==> config.mk <==
export PLATFORM = sky130hd
export DESIGN_NAME = vna_ctrl
export DESIGN_NICKNAME = d
export VERILOG_FILES = /design/src/design/vna_pkg.sv /design/src/design/vna_ctrl.sv
export SDC_FILE = /design/constraint.sdc
export NUM_CORES = 1
export LEC_CHECK = 0
export BUFFER_PORTS_ARGS = -buffer_cell sky130_fd_sc_hd__buf_2
export CAP_MARGIN = 20
export CORE_UTILIZATION = 55
export CTS_CLUSTER_SIZE = 8
export DETAILED_ROUTE_END_ITERATION = 6
export GPL_ROUTABILITY_DRIVEN = 0
export HOLD_SLACK_MARGIN = 0.08
export PLACE_DENSITY = 0.79
export RECOVER_POWER = 100
export SKIP_LAST_GASP = 1
export SYNTH_ARGS = -nofsm -noshare
export SYNTH_HDL_FRONTEND = slang
export SYNTH_SLANG_ARGS = --single-unit
==> constraint.sdc <==
create_clock -name aclk -period 3 [get_ports aclk]
set_input_delay 0.3 -clock aclk [delete_from_list [all_inputs] [get_ports aclk]]
set_output_delay 0.3 -clock aclk [all_outputs]
set_load 0.005 [all_outputs]
==> src/design/vna_pkg.sv <==
// Shared types and constants for the vertex normal accumulator.
// Used by every module of the block; no dependencies.
package vna_pkg;

    localparam int VERTICES_DEFAULT = 1024;
    localparam int IDX_W = 10;
    localparam int COORD_W = 12;
    localparam int POS_W = 3 * COORD_W;
    localparam int EDGE_W = COORD_W + 1;
    localparam int PROD_W = 2 * EDGE_W;
    localparam int CROSS_W = PROD_W + 1;
    localparam int MAG_W = 56;
    localparam int ROOT_W = MAG_W / 2;
    localparam int WGT_ADD_W = ROOT_W - 1;
    localparam int SUM_W = 40;
    localparam int SUM_WORD_W = 4 * SUM_W;
    localparam int FRAC_SHIFT = 12;
    localparam int DVD_W = SUM_W + FRAC_SHIFT;
    localparam int NORM_W = 16;
    localparam int NORM_LIMIT = 16384;
    localparam int S_TDATA_W = 80;
    localparam int M_TDATA_W = 3 * NORM_W;
    localparam int CALC_CYCLES = 6;
    localparam int CNT_W = 3;

    typedef enum logic [1:0] {
        OP_WRITE = 2'd0,
        OP_ADD   = 2'd1,
        OP_READ  = 2'd2,
        OP_CLEAR = 2'd3
    } op_t;

    typedef struct packed {
        logic       load_item;
        logic       clear_wr;
        logic       pos_wr;
        logic       pos_rd;
        logic       sum_rd;
        logic       sum_wr;
        logic       sum_zero;
        logic       use_corner;
        logic [1:0] corner;
        logic       root_start;
        logic       div_start;
        logic       load_res;
        logic       res_norm;
    } vna_cmd_t;

    typedef struct packed {
        op_t  op;
        logic idx_ok;
        logic tri_ok;
        logic root_done;
        logic div_done;
        logic wsum_zero;
        logic clear_last;
        logic out_busy;
    } vna_sts_t;

endpackage

==> src/design/vna_ctrl.sv <==
// Controller: clearing pass after reset and the per-operation sequence.
// Drives the datapath by command struct. Depends on vna_pkg.
module vna_ctrl (
    input  logic              aclk,
    input  logic              aresetn,
    input  logic              s_tvalid,
    output logic              s_tready,
    input  vna_pkg::vna_sts_t sts,
    output vna_pkg::vna_cmd_t cmd
);

    typedef enum logic [14:0] {
        ST_CLEAR   = 15'b000000000000001,
        ST_IDLE    = 15'b000000000000010,
        ST_DECODE  = 15'b000000000000100,
        ST_POS_WR  = 15'b000000000001000,
        ST_SUM_CLR = 15'b000000000010000,
        ST_FETCH   = 15'b000000000100000,
        ST_CALC    = 15'b000000001000000,
        ST_ROOT_GO = 15'b000000010000000,
        ST_ROOT    = 15'b000000100000000,
        ST_UPD_RD  = 15'b000001000000000,
        ST_UPD_WR  = 15'b000010000000000,
        ST_SUM_RD  = 15'b000100000000000,
        ST_SUM_CHK = 15'b001000000000000,
        ST_DIVIDE  = 15'b010000000000000,
        ST_RESULT  = 15'b100000000000000
    } state_t;

    localparam int CW = vna_pkg::CNT_W;

    state_t        state_reg, state_next;
    logic [CW-1:0] cnt_reg, cnt_next;
    logic          has_reg, has_next;

    always_comb begin
        state_next = state_reg;
        cnt_next   = cnt_reg;
        has_next   = has_reg;
        cmd        = '0;
        s_tready   = 1'b0;
        unique case (state_reg)
            ST_CLEAR: begin
                cmd.clear_wr = 1'b1;
                if (sts.clear_last) begin
                    state_next = ST_IDLE;
                end
            end
            ST_IDLE: begin
                s_tready = 1'b1;
                if (s_tvalid) begin
                    cmd.load_item = 1'b1;
                    has_next      = 1'b0;
                    cnt_next      = '0;
                    state_next    = ST_DECODE;
                end
            end
            ST_DECODE: begin
                unique case (sts.op)
                    vna_pkg::OP_WRITE: state_next = sts.idx_ok ? ST_POS_WR : ST_RESULT;
                    vna_pkg::OP_ADD:   state_next = sts.tri_ok ? ST_FETCH : ST_RESULT;
                    vna_pkg::OP_READ:  state_next = sts.idx_ok ? ST_SUM_RD : ST_RESULT;
                    vna_pkg::OP_CLEAR: state_next = sts.idx_ok ? ST_SUM_CLR : ST_RESULT;
                    default:           state_next = ST_RESULT;
                endcase
            end
            ST_POS_WR: begin
                cmd.pos_wr = 1'b1;
                state_next = ST_RESULT;
            end
            ST_SUM_CLR: begin
                cmd.sum_wr   = 1'b1;
                cmd.sum_zero = 1'b1;
                state_next   = ST_RESULT;
            end
            ST_FETCH: begin
                cmd.pos_rd = 1'b1;
                cmd.corner = cnt_reg[1:0];
                if (cnt_reg == CW'(2)) begin
                    cnt_next   = '0;
                    state_next = ST_CALC;
                end else begin
                    cnt_next = cnt_reg + 1'b1;
                end
            end
            ST_CALC: begin
                if (cnt_reg == CW'(vna_pkg::CALC_CYCLES - 1)) begin
                    cnt_next   = '0;
                    state_next = ST_ROOT_GO;
                end else begin
                    cnt_next = cnt_reg + 1'b1;
                end
            end
            ST_ROOT_GO: begin
                cmd.root_start = 1'b1;
                state_next     = ST_ROOT;
            end
            ST_ROOT: begin
                if (sts.root_done) begin
                    cnt_next   = '0;
                    state_next = ST_UPD_RD;
                end
            end
            ST_UPD_RD: begin
                cmd.sum_rd     = 1'b1;
                cmd.use_corner = 1'b1;
                cmd.corner     = cnt_reg[1:0];
                state_next     = ST_UPD_WR;
            end
            ST_UPD_WR: begin
                cmd.sum_wr     = 1'b1;
                cmd.use_corner = 1'b1;
                cmd.corner     = cnt_reg[1:0];
                if (cnt_reg == CW'(2)) begin
                    state_next = ST_RESULT;
                end else begin
                    cnt_next   = cnt_reg + 1'b1;
                    state_next = ST_UPD_RD;
                end
            end
            ST_SUM_RD: begin
                cmd.sum_rd = 1'b1;
                state_next = ST_SUM_CHK;
            end
            ST_SUM_CHK: begin
                if (sts.wsum_zero) begin
                    state_next = ST_RESULT;
                end else begin
                    cmd.div_start = 1'b1;
                    has_next      = 1'b1;
                    state_next    = ST_DIVIDE;
                end
            end
            ST_DIVIDE: begin
                if (sts.div_done) begin
                    state_next = ST_RESULT;
                end
            end
            ST_RESULT: begin
                if (!sts.out_busy) begin
                    cmd.load_res = 1'b1;
                    cmd.res_norm = has_reg;
                    state_next   = ST_IDLE;
                end
            end
            default: state_next = ST_IDLE;
        endcase
    end

    always_ff @(posedge aclk) begin
        if (!aresetn) begin
            state_reg <= ST_CLEAR;
            cnt_reg   <= '0;
            has_reg   <= 1'b0;
        end else begin
            state_reg <= state_next;
            cnt_reg   <= cnt_next;
            has_reg   <= has_next;
        end
    end

`ifndef SYNTH
    a_load_res_free: assert property (@(posedge aclk) disable iff (!aresetn)
        cmd.load_res |-> !sts.out_busy)
        else $error("result loaded over a pending transfer");
    a_wr_after_rd: assert property (@(posedge aclk) disable iff (!aresetn)
        (cmd.sum_wr && cmd.use_corner) |-> $past(cmd.sum_rd && cmd.use_corner))
        else $error("accumulator update without preceding read");
    a_root_idle: assert property (@(posedge aclk) disable iff (!aresetn)
        cmd.root_start |-> sts.root_done)
        else $error("square root restarted while busy");
    a_div_busy: assert property (@(posedge aclk) disable iff (!aresetn)
        cmd.div_start |=> !sts.div_done)
        else $error("divider did not start");
`endif

endmodule

Word-level counts from Yosys, hierarchy flattened
Cells that the tools add are included.
W data, S select, Z words.

storage, ports and cells
  flip-flop bits (word level) = 19
  input port bits = 12
  output and inout bits = 15

operators by class
  add/sub/neg operators = 1
  equal/unequal tests = 29
  multiplexer cells = 40
  reductions and logical operators = 11

operators with widths
  kind                    number
  $pmux W15 S14           1
  $mux W15                13
  $pmux W15 S4            1
  $ne A2 B2 Y1 const B    9
  $eq A15 B1 Y1 const B   1
  $eq A15 B10 Y1 const B  1
  $eq A15 B11 Y1 const B  1
  $eq A15 B12 Y1 const B  1
  $eq A15 B13 Y1 const B  1
  $eq A15 B14 Y1 const B  1
  $eq A15 B15 Y1 const B  1
  $eq A15 B2 Y1 const B   1
  $eq A15 B3 Y1 const B   1
  $eq A15 B4 Y1 const B   1
  $eq A15 B5 Y1 const B   1
  $eq A15 B6 Y1 const B   1
  $eq A15 B7 Y1 const B   1
  $eq A15 B8 Y1 const B   1
  $eq A15 B9 Y1 const B   1
  $mux W1                 15
  $mux W3                 5
  $pmux W3 S5             1
  $reduce_or A2 Y1        4
  $reduce_and A7 Y1       1
  other kinds (13)        16

Logic depth before layout (Yosys ltp)
  depth after elaboration = 3
  gate-level depth with buffers = 8

Least setup slack after synthesis
No wires, ideal clock.

  kind = register to register
  from = reg state_reg[8]
  to = reg cnt_reg[0]
  setup time = 116 ps
  arrival = 2,035 ps
  data required time = 2,884 ps
  slack = 849 ps
  stages on the path, launching flop included = 9
  path buffers = 2
  period minus slack after synthesis = 2,151 ps
  cell sequence = dfxtp_1 -> buf_6 -> or4_4 -> buf_6 -> nor4_4 -> a31oi_2 -> a211oi_2 -> mux2i_1 -> nor2b_1

on the way
  cells in the longest elaborated chain, start to end = 3
  elaborated cells on any way between the ends = 11

RTL lines
  element                                                                     RTL line         text
  start, declared                                                             vna_ctrl.sv:32   state_t state_reg, state_next;
  start signal, assigned                                                      vna_ctrl.sv:156  state_reg <= state_next;
  $eq A15 B11 Y1 (tied with other cells)                                      vna_ctrl.sv:42   unique case (state_reg)
  $reduce_bool A5 Y1 (no source line) / $ne A2 B2 Y1 (equally long branches)  -
  $reduce_and A4 Y1 (no source line)                                          -
  end signal, assigned                                                        vna_ctrl.sv:157  cnt_reg <= cnt_next;
  end, declared                                                               vna_ctrl.sv:33   logic [CW-1:0] cnt_reg, cnt_next;

Several ways; a longest one is shown, not always the timed one.
A chain may end at the register's enable or synchronous reset.

==> impl_metrics.env <==
export IMPL_status="finished, final reports clean"
export IMPL_yosysUniqueCellTypes=51
export IMPL_power_per_cell_area_mw_per_mm2=311
export IMPL_crit_slowest_cell="nor4_2"
export IMPL_min_path_type="primary input to flop"
export IMPL_firstDrtPassIters=4
export IMPL_num_rows=17
export IMPL_synth_avg_cell_area_um2=8.20
export IMPL_final_area_mm2=0.00151
export IMPL_dieWidth_um=52.6
export IMPL_postCtsSetupBuffers=0
export IMPL_yosysTopAreaCell="dfxtp_1"
export IMPL_synth_ff_latch_count=19
export IMPL_synth_cells=172
export IMPL_endpoint_kind="output pin"
export IMPL_hpwl_um=2920
export IMPL_yosys_warnings=0
export IMPL_grt_antenna_before_repair=0
export IMPL_max_cap_viol_count=0
export IMPL_slew_violations=0
export IMPL_crit_type="flop to output pin"
export IMPL_whs_ns=0.178
export IMPL_dpl_cell_count=217
export IMPL_synth_edff_count=0
export IMPL_vias=1453
export IMPL_tns_ns=0
export IMPL_netlist_top_cells_area="dfxtp_1 (27%), or4b_2 (4.3%), nand2_1 (3.5%)"
export IMPL_cts_htree_levels=1
export IMPL_start_kind="flop"
export IMPL_syn_num_nets=187
export IMPL_n_antenna_cell=0
export IMPL_totalWireLength_um=3810
export IMPL_drc=0
export IMPL_p_leak_nw=0.567
export IMPL_synth_async_reset_ratio_pct=0
export IMPL_grt_max_degree=18
export IMPL_cts_buffer_depth=2
export IMPL_cp_slowest_stage_delay_ns=0.71
export IMPL_critical_path_arrival_ns=2.54
export IMPL_track_usage_pct=29.9
export IMPL_synthFlopType="dfxtp_1"
export IMPL_avgViaCountPerCell=6.57
export IMPL_core_mm2=0.00232
export IMPL_rsz0062_at_grt="false"
export IMPL_grt_ovfl_total=0
export IMPL_ys_seq_area_share_pct=27.0
export IMPL_initial_core_util_pct=60.8
export IMPL_synth_commonest_cells="dfxtp_1 (19), nand2_1 (13), nor2_1 (13), nor3_1 (8)"
export IMPL_hold_viol_final=0
export IMPL_ioPinCount=27
export IMPL_largest_register_ffs=15
export IMPL_yosysTopAreaCellShare_pct=27.0
export IMPL_skew_ns=0.00926
export IMPL_synth_most_common_cell="dfxtp_1"
export IMPL_fin_cells=221
export IMPL_dieHeight_um=52.6
export IMPL_worstPathRequired_ns=2.70
export IMPL_place_area_mm2=0.00152
export IMPL_cts_root_buf="clkbuf_4"
export IMPL_timing_critical_path_cells="nor4_2, nand3_1, o41a_2, nor2_1, clkbuf_2"
export IMPL_cts_buffers_inserted=3
export IMPL_path_clk_slew_ns=0.11
export IMPL_mappedNetlistArea_mm2=0.00141
export IMPL_clk_latency_ns=0.31
export IMPL_wire_per_inst_um=17.3
export IMPL_ff2ff_path_depth=6
export IMPL_worst_slew_margin_rel_pct=49.0
export IMPL_worst_slew_pin_slew_ns=0.759
export IMPL_finalCriticalPeriod_ns=2.84
export IMPL_grt_pass1_wl_um=6010
export IMPL_drive_gt1_share_pct=18.1
export IMPL_period_share_pct=94.8
export IMPL_ant_nets=0
export IMPL_ir_drop_mv=0.281
export IMPL_setup_viol=0
export IMPL_grt_pass1_vias=1326
export IMPL_min_path_cells=2
export IMPL_cts_num_sinks=19
export IMPL_syn_to_final_growth_pct=7.01
export IMPL_drt_iter0_drc=71
export IMPL_cts_resized=0
export IMPL_path_max_fanout=8
export IMPL_clock_fmax_mhz=352
export IMPL_final_nets=209
export IMPL_cts_tree="yes"
export IMPL_numPortBuffers=26
export IMPL_holdBufCountCts=0
export IMPL_dieArea_mm2=0.00277
export IMPL_post_route_util_pct=65.1
==> cell families after synthesis <==
kind of cell	Yosys count	share of synthesized area, %
adders and majority gates	3	2.66
and+or+nand+nor	99	45.2
xor gates and xnor gates	2	1.24
DFF	19	27.0
buffers and inverters	15	5.32
muxes	3	2.13
AOI/OAI and AO/OA	31	16.5
==> critical path, delay by kind of cell (launching register included) <==
kind            cells  cell delay, ns
compound gates      1            0.57
simple gates        3            1.18
flops               1            0.38
buf+inv             1            0.11
==> power breakdown <==
group	leakage, nW	internal (W)	switching, W
Sequential	0.154	0.000256	0.00000545
Clock	0.0177	0.0000498	0.0000875
Combinational	0.396	0.0000283	0.0000415
==> stage by stage <==
stage | setup slack (ns) | total power, W
5_1_grt | 0.0121 | 0.000492
2_1_floorplan | 0.849 | 0.000313
3_5_place_dp | 0.557 | 0.000339
3_3_place_gp | 0.590 | 0.000337
6_report | 0.157 | 0.000469
4_1_cts | 0.211 | 0.000471
==> routing by layer <==
| metal | wire length (um) | up-vias | global-route usage (%) | share of wire, % |
|---|---|---|---|---|
| met4 | 147 | 0 | 16.2 | 3.9 |
| met1 | 1570 | 663 | 34.6 | 41 |
| li1 | - | 692 | - | - |
| met5 | 0 | - | 0 | 0 |
| met3 | 305 | 16 | 8.12 | 8.0 |
| met2 | 1800 | 82 | 49.2 | 47 |
==> worst paths after layout <==
check | end | slack (ns) | startpoint
max | cmd[5] | 0.16 | state_reg[7]
min | state_reg[11] | 0.18 | sts[7]
max reg2reg | cnt_reg[0] | 0.34 | state_reg[8]
min reg2reg | has_reg | 0.52 | has_reg
==> placed cells by master, fill, tap and decap left out, drive strengths merged, types with 2 or more instances in the layout <==
cell,count
nand3b,3
o22ai,4
clkbuf,15
nand3,5
or2,2
mux2i,3
a21boi,2
nand2,13
dfxtp,19
or4,5
and3,4
o21ai,4
nand4,5
inv,6
xnor2,2
or4b,6
buf,14
nor2b,7
a311oi,2
nor3,9
nand2b,7
a22oi,2
and2,3
nor2,13
a21oi,6
ha,3
nor4b,5
nor4,9
==> final cells by class <==
type                            count  area [um^2]
Clock buffer                        3         22.5
Inverter                            6         22.5
Multi-Input combinational cell    138          925
Fill cell                         213          810
Sequential cell                    19          380
Timing Repair Buffer               26          119
Clock inverter                      1         5.00
Tap cell                           28         35.0
Note: power is estimated with default switching activity, not from simulation.
